==> src/hw/rtl/rlp_pkg.sv <==
`timescale 1ns / 1ps
package rlp_pkg;

  localparam int LENGTH_BYTES_DEF = 8;
  localparam int QUEUE_DEPTH_DEF  = 4;
  localparam int MAX_BYTES        = 9;

  localparam logic [7:0] STR_SHORT_BASE  = 8'h80;
  localparam logic [7:0] STR_LONG_BASE   = 8'hB7;
  localparam logic [7:0] LIST_SHORT_BASE = 8'hC0;
  localparam logic [7:0] LIST_LONG_BASE  = 8'hF7;
  localparam logic [7:0] SINGLE_MAX      = 8'h7F;
  localparam logic [7:0] SHORT_LEN_MAX   = 8'd55;
  localparam logic [63:0] SAT_LEN        = '1;

  typedef enum logic [1:0] {
    REQ_INT      = 2'd0,
    REQ_STR_HDR  = 2'd1,
    REQ_STR_DATA = 2'd2,
    REQ_LIST     = 2'd3
  } rlp_req_t;

  typedef enum logic [1:0] {
    ST_OK   = 2'd0,
    ST_ROOM = 2'd1,
    ST_SEQ  = 2'd2
  } rlp_status_t;

  // One queued job: either up to nine bytes to stream, or one status-only result.
  typedef struct packed {
    logic [MAX_BYTES-1:0][7:0] bytes;
    logic [3:0]                cnt;
    logic                      has_data;
    logic [63:0]               enc_len;
    rlp_status_t               status;
  } rlp_job_t;

endpackage

==> src/hw/rtl/rlp_in_if.sv <==
`timescale 1ns / 1ps
interface rlp_in_if;
  logic        valid;
  logic        ready;
  logic [1:0]  req_type;
  logic [63:0] value;
  logic [7:0]  data_byte;
  logic [63:0] out_room;

  modport source (output valid, req_type, value, data_byte, out_room, input ready);
  modport sink   (input valid, req_type, value, data_byte, out_room, output ready);
endinterface

==> src/hw/rtl/rlp_out_if.sv <==
`timescale 1ns / 1ps
interface rlp_out_if;
  logic        valid;
  logic        ready;
  logic [7:0]  out_byte;
  logic        byte_valid;
  logic        last;
  logic [63:0] encoded_length;
  logic [1:0]  status;

  modport source (output valid, out_byte, byte_valid, last, encoded_length, status,
                  input ready);
  modport sink   (input valid, out_byte, byte_valid, last, encoded_length, status,
                  output ready);
endinterface

==> src/hw/rtl/rlp_item_encoder.sv <==
`timescale 1ns / 1ps
// Channel | Direction | Contents
// in_ch   | sink      | req_type, value, data_byte, out_room
// out_ch  | source    | out_byte, byte_valid, last, encoded_length, status
//
// A request is classified and encoded in the cycle it is accepted and its bytes are
// queued; its first result passes through the queue into the registered output.
// String payload bytes pass at one per cycle while out_ch.ready is high; a header or
// integer holds the output until all of its bytes (up to nine) are emitted, while the
// job queue takes up to QUEUE_DEPTH-1 further jobs, after which in_ch.ready drops.
// Reset (rst_n low, synchronous) clears the open-string state, queue and output.
// A stalled output fills the queue in the same way.
module rlp_item_encoder
  import rlp_pkg::*;
#(
  parameter int LENGTH_BYTES = LENGTH_BYTES_DEF,
  parameter int QUEUE_DEPTH  = QUEUE_DEPTH_DEF
) (
  input  logic       clk,
  input  logic       rst_n,
  rlp_in_if.sink     in_ch,
  rlp_out_if.source  out_ch
);

  logic     fire;
  logic     push;
  logic     full;
  logic     pop;
  logic     empty;
  rlp_job_t job;
  rlp_job_t head;

  assign in_ch.ready = !full;
  assign fire        = in_ch.valid && !full;

  rlp_front #(
    .LENGTH_BYTES(LENGTH_BYTES)
  ) u_front (
    .clk      (clk),
    .rst_n    (rst_n),
    .fire     (fire),
    .req_type (in_ch.req_type),
    .value    (in_ch.value),
    .data_byte(in_ch.data_byte),
    .out_room (in_ch.out_room),
    .push     (push),
    .job      (job)
  );

  rlp_queue #(
    .DEPTH(QUEUE_DEPTH)
  ) u_queue (
    .clk     (clk),
    .rst_n   (rst_n),
    .push    (push),
    .push_job(job),
    .full    (full),
    .pop     (pop),
    .head    (head),
    .empty   (empty)
  );

  rlp_back u_back (
    .clk   (clk),
    .rst_n (rst_n),
    .head  (head),
    .empty (empty),
    .pop   (pop),
    .out_ch(out_ch)
  );

endmodule

==> src/hw/rtl/rlp_front.sv <==
`timescale 1ns / 1ps
module rlp_front
  import rlp_pkg::*;
#(
  parameter int LENGTH_BYTES = LENGTH_BYTES_DEF
) (
  input  logic        clk,
  input  logic        rst_n,
  input  logic        fire,
  input  logic [1:0]  req_type,
  input  logic [63:0] value,
  input  logic [7:0]  data_byte,
  input  logic [63:0] out_room,
  output logic        push,
  output rlp_job_t    job
);

  localparam int LEN_W = 8 * LENGTH_BYTES;

  logic [LEN_W-1:0] br_r, br_nxt;
  logic             single_r, single_nxt;
  logic             room2_r, room2_nxt;
  logic             drop_r, drop_nxt;

  logic [63:0]                len64;
  logic [3:0]                 int_nb, hdr_nb;
  logic [MAX_BYTES-1:0][7:0]  int_buf, hdr_buf;
  logic [3:0]                 int_n, hdr_n;
  logic [64:0]                sum;
  logic [63:0]                total;
  logic [LEN_W-1:0]           br_dec;
  logic                       int_small;
  logic                       is_list;

  function automatic logic [3:0] byte_count(input logic [63:0] v);
    logic [3:0] n;
    n = '0;
    for (int i = 0; i < 8; i++) begin
      if (v[8*i +: 8] != 8'd0) n = 4'(i + 1);
    end
    return n;
  endfunction

  // Big-endian bytes of v, nb of them, placed from position one onward.
  function automatic logic [MAX_BYTES-1:0][7:0] be_tail(input logic [63:0] v,
                                                        input logic [3:0] nb);
    logic [MAX_BYTES-1:0][7:0] b;
    logic [63:0]               sh;
    logic [6:0]                amt;
    b   = '0;
    amt = 7'({3'd0, 4'd8 - nb} << 3);
    sh  = v << amt;
    for (int k = 0; k < 8; k++) begin
      b[k+1] = sh[63-8*k -: 8];
    end
    return b;
  endfunction

  always_comb begin
    len64     = 64'(value[LEN_W-1:0]);
    is_list   = (rlp_req_t'(req_type) == REQ_LIST);

    int_nb    = byte_count(value);
    int_small = (value <= 64'(SINGLE_MAX));
    int_buf   = be_tail(value, int_nb);
    if (value == 64'd0) begin
      int_buf[0] = STR_SHORT_BASE;
    end else if (int_small) begin
      int_buf[0] = value[7:0];
    end else begin
      int_buf[0] = STR_SHORT_BASE + {4'd0, int_nb};
    end
    int_n = int_small ? 4'd1 : 4'd1 + int_nb;

    hdr_nb  = byte_count(len64);
    hdr_buf = be_tail(len64, hdr_nb);
    if (len64 <= 64'(SHORT_LEN_MAX)) begin
      hdr_buf[0] = (is_list ? LIST_SHORT_BASE : STR_SHORT_BASE) + len64[7:0];
      hdr_n      = 4'd1;
    end else begin
      hdr_buf[0] = (is_list ? LIST_LONG_BASE : STR_LONG_BASE) + {4'd0, hdr_nb};
      hdr_n      = 4'd1 + hdr_nb;
    end

    sum   = {1'b0, len64} + 65'(hdr_n);
    total = sum[64] ? SAT_LEN : sum[63:0];
    br_dec = br_r - LEN_W'(1);
  end

  always_comb begin
    push       = 1'b0;
    job        = '0;
    job.cnt    = 4'd1;
    job.status = ST_OK;
    br_nxt     = br_r;
    single_nxt = single_r;
    room2_nxt  = room2_r;
    drop_nxt   = drop_r;

    if (fire) begin
      if (rlp_req_t'(req_type) == REQ_STR_DATA) begin
        if (single_r) begin
          single_nxt = 1'b0;
          room2_nxt  = 1'b0;
          drop_nxt   = 1'b0;
          push       = 1'b1;
          if (data_byte <= SINGLE_MAX) begin
            job.enc_len = 64'd1;
            if (drop_r) begin
              job.status = ST_ROOM;
            end else begin
              job.has_data = 1'b1;
              job.bytes[0] = data_byte;
            end
          end else begin
            job.enc_len = 64'd2;
            if (!room2_r) begin
              job.status = ST_ROOM;
            end else begin
              job.has_data = 1'b1;
              job.cnt      = 4'd2;
              job.bytes[0] = STR_SHORT_BASE + 8'd1;
              job.bytes[1] = data_byte;
            end
          end
        end else if (br_r != '0) begin
          br_nxt = br_dec;
          if (drop_r) begin
            if (br_dec == '0) drop_nxt = 1'b0;
          end else begin
            push         = 1'b1;
            job.has_data = 1'b1;
            job.bytes[0] = data_byte;
          end
        end else begin
          push       = 1'b1;
          job.status = ST_SEQ;
        end
      end else if (br_r != '0 || single_r) begin
        push       = 1'b1;
        job.status = ST_SEQ;
      end else begin
        case (rlp_req_t'(req_type))
          REQ_INT: begin
            push        = 1'b1;
            job.enc_len = 64'(int_n);
            if (out_room < 64'(int_n)) begin
              job.status = ST_ROOM;
            end else begin
              job.has_data = 1'b1;
              job.cnt      = int_n;
              job.bytes    = int_buf;
            end
          end
          REQ_LIST: begin
            push        = 1'b1;
            job.enc_len = 64'(hdr_n);
            if (out_room < 64'(hdr_n)) begin
              job.status = ST_ROOM;
            end else begin
              job.has_data = 1'b1;
              job.cnt      = hdr_n;
              job.bytes    = hdr_buf;
            end
          end
          REQ_STR_HDR: begin
            if (len64 == 64'd0) begin
              push        = 1'b1;
              job.enc_len = 64'd1;
              if (out_room == 64'd0) begin
                job.status = ST_ROOM;
              end else begin
                job.has_data = 1'b1;
                job.bytes[0] = STR_SHORT_BASE;
              end
            end else if (len64 == 64'd1) begin
              // A one-byte string: the encoding depends on the byte still to come.
              single_nxt = 1'b1;
              room2_nxt  = (out_room >= 64'd2);
              drop_nxt   = (out_room == 64'd0);
            end else begin
              push        = 1'b1;
              job.enc_len = total;
              br_nxt      = value[LEN_W-1:0];
              if (out_room < total) begin
                drop_nxt   = 1'b1;
                job.status = ST_ROOM;
              end else begin
                drop_nxt     = 1'b0;
                job.has_data = 1'b1;
                job.cnt      = hdr_n;
                job.bytes    = hdr_buf;
              end
            end
          end
          default: begin
            push = 1'b0;
          end
        endcase
      end
    end
  end

  always_ff @(posedge clk) begin
    if (!rst_n) begin
      br_r     <= '0;
      single_r <= 1'b0;
      room2_r  <= 1'b0;
      drop_r   <= 1'b0;
    end else begin
      br_r     <= br_nxt;
      single_r <= single_nxt;
      room2_r  <= room2_nxt;
      drop_r   <= drop_nxt;
    end
  end

endmodule

==> src/hw/rtl/rlp_queue.sv <==
`timescale 1ns / 1ps
module rlp_queue
  import rlp_pkg::*;
#(
  parameter int DEPTH = QUEUE_DEPTH_DEF
) (
  input  logic     clk,
  input  logic     rst_n,
  input  logic     push,
  input  rlp_job_t push_job,
  output logic     full,
  input  logic     pop,
  output rlp_job_t head,
  output logic     empty
);

  localparam int AW = (DEPTH > 1) ? $clog2(DEPTH) : 1;

  rlp_job_t       mem_r [DEPTH];
  logic [AW-1:0]  wr_r, wr_nxt;
  logic [AW-1:0]  rd_r, rd_nxt;
  logic [AW:0]    cnt_r, cnt_nxt;
  logic           do_push, do_pop;

  assign full    = (cnt_r == (AW+1)'(DEPTH));
  assign empty   = (cnt_r == '0);
  assign head    = mem_r[rd_r];
  assign do_push = push && !full;
  assign do_pop  = pop && !empty;

  always_comb begin
    wr_nxt  = wr_r;
    rd_nxt  = rd_r;
    cnt_nxt = cnt_r;
    if (do_push) wr_nxt = (wr_r == AW'(DEPTH - 1)) ? '0 : wr_r + AW'(1);
    if (do_pop)  rd_nxt = (rd_r == AW'(DEPTH - 1)) ? '0 : rd_r + AW'(1);
    if (do_push && !do_pop) cnt_nxt = cnt_r + (AW+1)'(1);
    if (do_pop && !do_push) cnt_nxt = cnt_r - (AW+1)'(1);
  end

  always_ff @(posedge clk) begin
    if (do_push) mem_r[wr_r] <= push_job;
  end

  always_ff @(posedge clk) begin
    if (!rst_n) begin
      wr_r  <= '0;
      rd_r  <= '0;
      cnt_r <= '0;
    end else begin
      wr_r  <= wr_nxt;
      rd_r  <= rd_nxt;
      cnt_r <= cnt_nxt;
    end
  end

endmodule

==> src/hw/rtl/rlp_back.sv <==
`timescale 1ns / 1ps
module rlp_back
  import rlp_pkg::*;
(
  input  logic          clk,
  input  logic          rst_n,
  input  rlp_job_t      head,
  input  logic          empty,
  output logic          pop,
  rlp_out_if.source     out_ch
);

  logic [3:0]  idx_r, idx_nxt;
  logic        vld_r, vld_nxt;
  logic [7:0]  byte_r;
  logic        bval_r;
  logic        last_r;
  logic [63:0] enc_r;
  logic [1:0]  st_r;
  logic        load;
  logic        is_last;

  // The output register takes a new byte when it is empty or being drained.
  assign load    = !empty && (!vld_r || out_ch.ready);
  assign is_last = (idx_r == head.cnt - 4'd1);
  assign pop     = load && is_last;

  always_comb begin
    idx_nxt = idx_r;
    vld_nxt = vld_r;
    if (load) begin
      vld_nxt = 1'b1;
      idx_nxt = is_last ? 4'd0 : idx_r + 4'd1;
    end else if (out_ch.ready) begin
      vld_nxt = 1'b0;
    end
  end

  always_ff @(posedge clk) begin
    if (!rst_n) begin
      idx_r <= '0;
      vld_r <= 1'b0;
    end else begin
      idx_r <= idx_nxt;
      vld_r <= vld_nxt;
    end
  end

  always_ff @(posedge clk) begin
    if (load) begin
      byte_r <= head.has_data ? head.bytes[idx_r] : 8'd0;
      bval_r <= head.has_data;
      last_r <= is_last;
      enc_r  <= head.enc_len;
      st_r   <= head.status;
    end
  end

  assign out_ch.valid          = vld_r;
  assign out_ch.out_byte       = byte_r;
  assign out_ch.byte_valid     = bval_r;
  assign out_ch.last           = last_r;
  assign out_ch.encoded_length = enc_r;
  assign out_ch.status         = st_r;

endmodule

==> src/flat_wrapper.sv <==
// flat-port wrapper written by rule: the top's interface ports become plain ports
module rlp_item_encoder_flat import rlp_pkg::*;
#(
  parameter int LENGTH_BYTES = LENGTH_BYTES_DEF,
  parameter int QUEUE_DEPTH  = QUEUE_DEPTH_DEF
)
  (clk, rst_n, in_ch_valid, in_ch_req_type, in_ch_value, in_ch_data_byte, in_ch_out_room, in_ch_ready, out_ch_valid, out_ch_out_byte, out_ch_byte_valid, out_ch_last, out_ch_encoded_length, out_ch_status, out_ch_ready);
  rlp_in_if in_ch_i ();
  rlp_out_if out_ch_i ();
  input  logic clk;
  input  logic rst_n;
  input wire logic [$bits(in_ch_i.valid)-1:0] in_ch_valid;
  input wire logic [$bits(in_ch_i.req_type)-1:0] in_ch_req_type;
  input wire logic [$bits(in_ch_i.value)-1:0] in_ch_value;
  input wire logic [$bits(in_ch_i.data_byte)-1:0] in_ch_data_byte;
  input wire logic [$bits(in_ch_i.out_room)-1:0] in_ch_out_room;
  output wire logic [$bits(in_ch_i.ready)-1:0] in_ch_ready;
  output wire logic [$bits(out_ch_i.valid)-1:0] out_ch_valid;
  output wire logic [$bits(out_ch_i.out_byte)-1:0] out_ch_out_byte;
  output wire logic [$bits(out_ch_i.byte_valid)-1:0] out_ch_byte_valid;
  output wire logic [$bits(out_ch_i.last)-1:0] out_ch_last;
  output wire logic [$bits(out_ch_i.encoded_length)-1:0] out_ch_encoded_length;
  output wire logic [$bits(out_ch_i.status)-1:0] out_ch_status;
  input wire logic [$bits(out_ch_i.ready)-1:0] out_ch_ready;
  assign in_ch_i.valid = in_ch_valid;
  assign in_ch_i.req_type = in_ch_req_type;
  assign in_ch_i.value = in_ch_value;
  assign in_ch_i.data_byte = in_ch_data_byte;
  assign in_ch_i.out_room = in_ch_out_room;
  assign in_ch_ready = in_ch_i.ready;
  assign out_ch_valid = out_ch_i.valid;
  assign out_ch_out_byte = out_ch_i.out_byte;
  assign out_ch_byte_valid = out_ch_i.byte_valid;
  assign out_ch_last = out_ch_i.last;
  assign out_ch_encoded_length = out_ch_i.encoded_length;
  assign out_ch_status = out_ch_i.status;
  assign out_ch_i.ready = out_ch_ready;
  rlp_item_encoder #(.LENGTH_BYTES(LENGTH_BYTES), .QUEUE_DEPTH(QUEUE_DEPTH)) u_core (.clk(clk), .rst_n(rst_n), .in_ch(in_ch_i), .out_ch(out_ch_i));
endmodule
==> config.mk <==
export PLATFORM = sky130hd
export DESIGN_NAME = rlp_item_encoder_flat
export DESIGN_NICKNAME = d
export VERILOG_FILES = /design/src/hw/rtl/rlp_pkg.sv /design/src/hw/rtl/rlp_in_if.sv /design/src/hw/rtl/rlp_out_if.sv /design/src/hw/rtl/rlp_item_encoder.sv /design/src/hw/rtl/rlp_front.sv /design/src/hw/rtl/rlp_queue.sv /design/src/hw/rtl/rlp_back.sv /design/src/flat_wrapper.sv
export SDC_FILE = /design/constraint.sdc
export NUM_CORES = 1
export LEC_CHECK = 0
export ABC_CLOCK_PERIOD_IN_PS = 21800
export BUFFER_PORTS_ARGS = -buffer_cell sky130_fd_sc_hd__buf_2
export CAP_MARGIN = 20
export CORE_MARGIN = 2
export CORE_UTILIZATION = 45
export DETAILED_ROUTE_END_ITERATION = 7
export PLACE_DENSITY = 0.63
export SLEW_MARGIN = 20
export SYNTH_ARGS = -nofsm -noshare
export SYNTH_HDL_FRONTEND = slang
export SYNTH_SLANG_ARGS = --single-unit
==> constraint.sdc <==
create_clock -name clk -period 21.8 [get_ports clk]
set_input_delay 0 -clock clk [delete_from_list [all_inputs] [get_ports clk]]
set_output_delay 0 -clock clk [all_outputs]
set_load 0.1 [all_outputs]
Word level (Yosys, flattened, before mapping)
Memories as Yosys holds them, arrays and structs flattened. A register that Yosys moved wholly into a read port is not among the register bits.
Cells that the tools add are included.
{"block": "totals", "ff_bits": 155, "memories": 1, "mem_bits_rw": 572}
{"block": "op_classes", "n_mux": 103, "n_reduce_logical": 37, "n_lt_le_gt_ge": 8, "n_shift": 1, "n_eq_ne": 15, "add_sub_neg": 13}
{"memory": "u_core.u_queue.mem_r", "depth": 4, "word_bits": 143, "rd": 1, "rd_clocked_by_memory_dff": 1, "write_ports": 1, "line": "rlp_queue.sv:19", "text": "rlp_job_t mem_r [DEPTH];"}
{"op": "64-bit two-way mux", "n": 10}
{"op": "143-bit case mux with 3 select lines", "n": 1}
{"op": "143-bit two-way mux", "n": 2}
{"op": "77-bit two-way mux", "n": 3}
{"op": "64-bit zero test", "n": 3}
{"op": "141-bit two-way mux", "n": 1}
{"op": "67-bit two-way mux", "n": 2}
{"op": "64-bit by 4-bit < comparator with 1-bit output", "n": 2}
{"op": "8-bit two-way mux", "n": 12}
{"op": "87-bit two-way mux", "n": 1}
{"op": "64-bit by 4-bit adder with 65-bit output", "n": 1}
{"op": "64-bit by 1-bit equality test with 1-bit output, second input constant", "n": 1}
{"op": "64-bit by 2-bit >= comparator with 1-bit output, second input constant", "n": 1}
{"op": "64-bit by 6-bit <= comparator with 1-bit output, second input constant", "n": 1}
{"op": "64-bit by 7-bit <= comparator with 1-bit output, second input constant", "n": 1}
{"op": "64-bit < comparator", "n": 1}
{"op": "64-bit nonzero test", "n": 1}
{"op": "8-bit nonzero test", "n": 8}
{"op": "64-bit by 7-bit << shifter with 64-bit output", "n": 1}
{"op": "64-bit by 1-bit subtractor with 64-bit output, second input constant", "n": 1}
{"op": "56-bit two-way mux", "n": 1}
{"op": "4-bit two-way mux", "n": 13}
{"op": "1-bit two-way mux", "n": 43}
{"op": "8-bit binary-select mux with 4-bit select", "n": 1}
{"op": "34 further kinds", "n": 65}

Longest topological paths before layout
{"block": "logic_depth", "word_depth": 21, "mapped_depth": 35, "depth_no_buf": 27}

Cells and area by module
A second synthesis with hierarchy kept.
{"block": "unflattened", "hier_cells": 2788, "area_unflattened_um2": 36293.6}
{"mod": "rlp_queue", "seq_area_each_um2": 17356.6, "area_per_inst_um2": 21092.7, "cells_per_inst": 803, "instances": 1}
{"mod": "rlp_front", "seq_area_each_um2": 1341.3, "area_per_inst_um2": 11896.4, "cells_per_inst": 1806, "instances": 1}
{"mod": "rlp_back", "seq_area_each_um2": 2382.3, "area_per_inst_um2": 3294.4, "cells_per_inst": 177, "instances": 1}
{"mod": "rlp_item_encoder", "seq_area_each_um2": 0.0, "area_per_inst_um2": 10.0, "cells_per_inst": 2, "instances": 1}

Worst setup path before layout
No wires, ideal clock.
{"block": "synth_path", "kind": "in2reg", "from": "in in_ch_value[57]", "to": "mem u_core.u_queue.mem_r[0][100] in the netlist's numbering (data pin)", "n_path_buf": 9, "path_stages": 34, "required_ns": 21.523, "t_arrival_ns": 7.465, "path_slack_ns": 14.058, "cell_sequence": "clkbuf_1 -> nor4_1 -> nand4_1 -> or2_2 -> o21a_1 -> clkbuf_1 -> buf_1 -> ha_1 -> clkbuf_1 -> clkbuf_1 -> clkbuf_1 -> nand2_1 -> xnor2_1 -> ha_1 -> a21oi_1 -> o21ai_0 -> nand4_1 -> or3_1 -> clkbuf_1 -> or3_1 -> nor3_1 -> xor2_1 -> nor2_1 -> ha_1 -> a21o_1 -> a211o_1 -> o221ai_1 -> o311ai_0 -> a211oi_1 -> a21boi_0 -> o311ai_1 -> buf_2 -> buf_1 -> nor2_1"}
{"item": "from (decl)", "line": "flat_wrapper.sv:14", "text": "input wire logic [$bits(in_ch_i.value)-1:0] in_ch_value;"}
{"item": "to (decl)", "line": "rlp_queue.sv:19"}

==> results.toml <==
[synth]
syn_nets = 2994
yosysMostFrequentCell = "edfxtp_1"
synthTopCellsByArea = "edfxtp_1 54%, mux4_2 10%, dfxtp_1 4.5%"
synth_edf_count = 648
synth.distinct_cells = 81
yosys_warnings = 0
ys_seq_area_share_pct = 58.84
synthCells = 2760
yosysTopAreaCell = "edfxtp_1"
synth_top_area_share_pct = 54.31
avgSynthCellArea_um2 = 12.98
async_flop_share_pct = 0
synthTopCellsByCount = "648 x edfxtp_1, 254 x nor2_1, 182 x nand2_1, 159 x mux4_2, 142 x clkbuf_1"
syn_area_um2 = 35830
synth_flop_cell = "edfxtp_1"
ys_ff_latch = 729

[routing]
route.detailed.drc = 0
detail_route.vias_per_cell = 6.219
antenna_left = 0
firstDrtPassIters = 6
via_count = 25420
routed_wl_um = 117400
drt-initial-drc-count = 3148
wl_per_cell_um = 28.72

[setup_path]
critPathArrivalTime_ns = 9.63
required_ns = 22.24
endpoint_kind = "register"
crit_top_cell = "or3_1"
cp.buffers_inverters = 3
cp_top_family = "simple AND/OR/NAND/NOR gates"
critical_path_class = "in2reg"
cp-start-kind = "input port"
cpPeakStageDelay_ns = 0.84
critPathMaxFanout = 29
critPathSlowestCell = "a21boi_0"
rrSetupSlack_ns = 14.99

[placed_design]
dp_cells = 3880
gp_congestion = 0.9511
hpwlAfterDp_um = 83050
io_buffers = 219

[clocking]
ctsRootBufferMaster = "clkbuf_16"
htree_num_levels = 3
cts.sinks = 729
clk_pin_slew_ns = 0.06
clk_latency_ns = 0.65
cts_tree = "yes"
cts_made_buffers = 80
post_cts_buffers = 0
clockBufferDepth = 3

[floorplan]
std_cell_rows = 103
dieArea_um2 = 81890
start_util_pct = 45.42
core_um2 = 78870
die_height_um = 286.2
io_pins = 220
fp.dieW_um = 286.2

[timing]
finalHoldViolCount = 0
tightest_slew_ns = 1.093
period_needed_ns = 9.192
tns_ns = 0
timing.slew.headroom_pct = 27.15
clock_skew_ns = 0.03973
post-route-period-util_pct = 42.17
report.final.slew_viol_count = 0
rsz0062_at_grt = "false"
max_freq_mhz = 108.8
setup_viol = 0

[grt]
grt_antenna_before_repair = 9
grt_pass1_wl_um = 169100
grt_max_degree = 102
grt_overflow = 0
track_usage_pct = 28.33
grt_pass1_vias = 24790

[power]
power-per-cell-area_nw_per_um2 = 126.3
peakVddDrop_v = 0.0001245
leakage_uw = 0.01395

[min_path]
hp-class = "in2reg"

[flow_run]
cap_violations = 0

[layout]
fillerInstances = 6774
multiInputGateArea_um2 = 13900
nets = 3199
drive_above_1_share_pct = 19.46
stdcell_count = 4088
seq_area_um2 = 21090
syn_to_final_growth_pct = 14.51

[run_status]
outcome = "completed"
[sequential cells by signal (all words and copies together), names as in the netlist, 3 cells and up, named ones only]
name / cells
u_core.u_back.out_ch.encoded_length: 64
u_core.u_front.br_r: 64
u_core.u_back.out_ch.out_byte: 8
u_core.u_queue.mem_r: 572
u_core.u_queue.cnt_r: 3
u_core.u_back.idx_r: 4
[stage by stage]
step	hold WS [ns]	instance area (µm²)	util, %	power [µW]	setup slack, ns
floorplan	0.1886	35830	-	3394	14.06
global placement	0.3229	37930	48.09	3863	12.74
detailed placement	0.3356	37930	48.09	3886	12.63
CTS	0.003765	41010	52.00	5203	12.73
global route	0.05025	41020	52.01	5385	12.00
finish	0.03618	41030	52.02	5184	12.61
[kinds of logic after synthesis]
family	count (synthesis)	synth area share [%]
flip-flops	729	58.84
AO/OA/AOI/OAI	488	8.707
buffers and inverters	250	2.661
XOR/XNOR	82	2.005
adder cells (fa/ha/maj)	92	3.234
AND/OR/NAND/NOR	868	11.96
multiplexers	251	12.59
[worst paths after layout]
path / startpoint / end / depth (start not counted)
setup reg to reg: u_core.u_front.br_r[1]$_SDFFE_PN0P_ / u_core.u_queue.mem_r[0][130]$_DFFE_PP_ / 13
hold / removal: in_ch_value[48] / u_core.u_front.br_r[48]$_SDFFE_PN0P_ / 4
hold reg to reg: u_core.u_front.br_r[19]$_SDFFE_PN0P_ / u_core.u_front.br_r[19]$_SDFFE_PN0P_ / 2
setup / recovery: in_ch_value[57] / u_core.u_queue.mem_r[2][127]$_DFFE_PP_ / 28
[per-layer routing]
layer	share of wire [%]	global-route usage, %
met5	0.059	0
met3	8.1	5.064
met4	2.7	9.084
met1	44	41.62
met2	45	42.91
[cells in the final DEF (no fill, tap or decap), types with 52 or more instances in the layout]
master         instances
clkbuf_16             81
inv_1                 60
nand3_1               65
dlygate4sd3_1         53
ha_1                  89
dfxtp_1               79
a21oi_1              136
mux2i_1               84
nor2_1               253
buf_2                219
nor4_1                64
xnor2_1               52
edfxtp_1             648
and2_1                71
mux4_2               159
nor3_1                72
nand2_1              181
o21ai_0              110
[where the power goes]
group          total, µW  leakage [µW]  switching, µW  internal [µW]
clock               1310       0.00125            567            741
sequential          1960       0.00649           96.6           1870
combinational       1910       0.00622           1410            502
total               5180        0.0140           2070           3110
[worst reg2reg max path, cell delays in order, from the launching register on]
cell and delay [ns]:
dfxtp_1 0.35, inv_1 0.09, ha_1 0.24, or3b_1 0.51
or4_1 0.72, nor4_4 0.54, buf_4 0.25, nand3_2 0.29
nand3_1 0.21, a21oi_1 0.24, nor2_1 0.51, and2_4 0.68
buf_4 0.80, buf_4 0.89
[area by class of cell]
cell class / count / area share, %
antenna: 6 / 0.03660
clock inverter: 45 / 0.9881
tap: 1050 / 3.202
inverter: 62 / 0.5673
clock buffer: 104 / 5.224
multi-input combinational: 1781 / 33.87
sequential: 729 / 51.40
timing repair buffer: 311 / 4.709
[timing repair]
action / CTS / global route
endpoints found under the hold margin: 107 / 0
gates resized for setup: 0 / 0
setup endpoints to repair: 0 / 0
hold buffers: 53 / 0
Power figures use the tool's default switching activity.
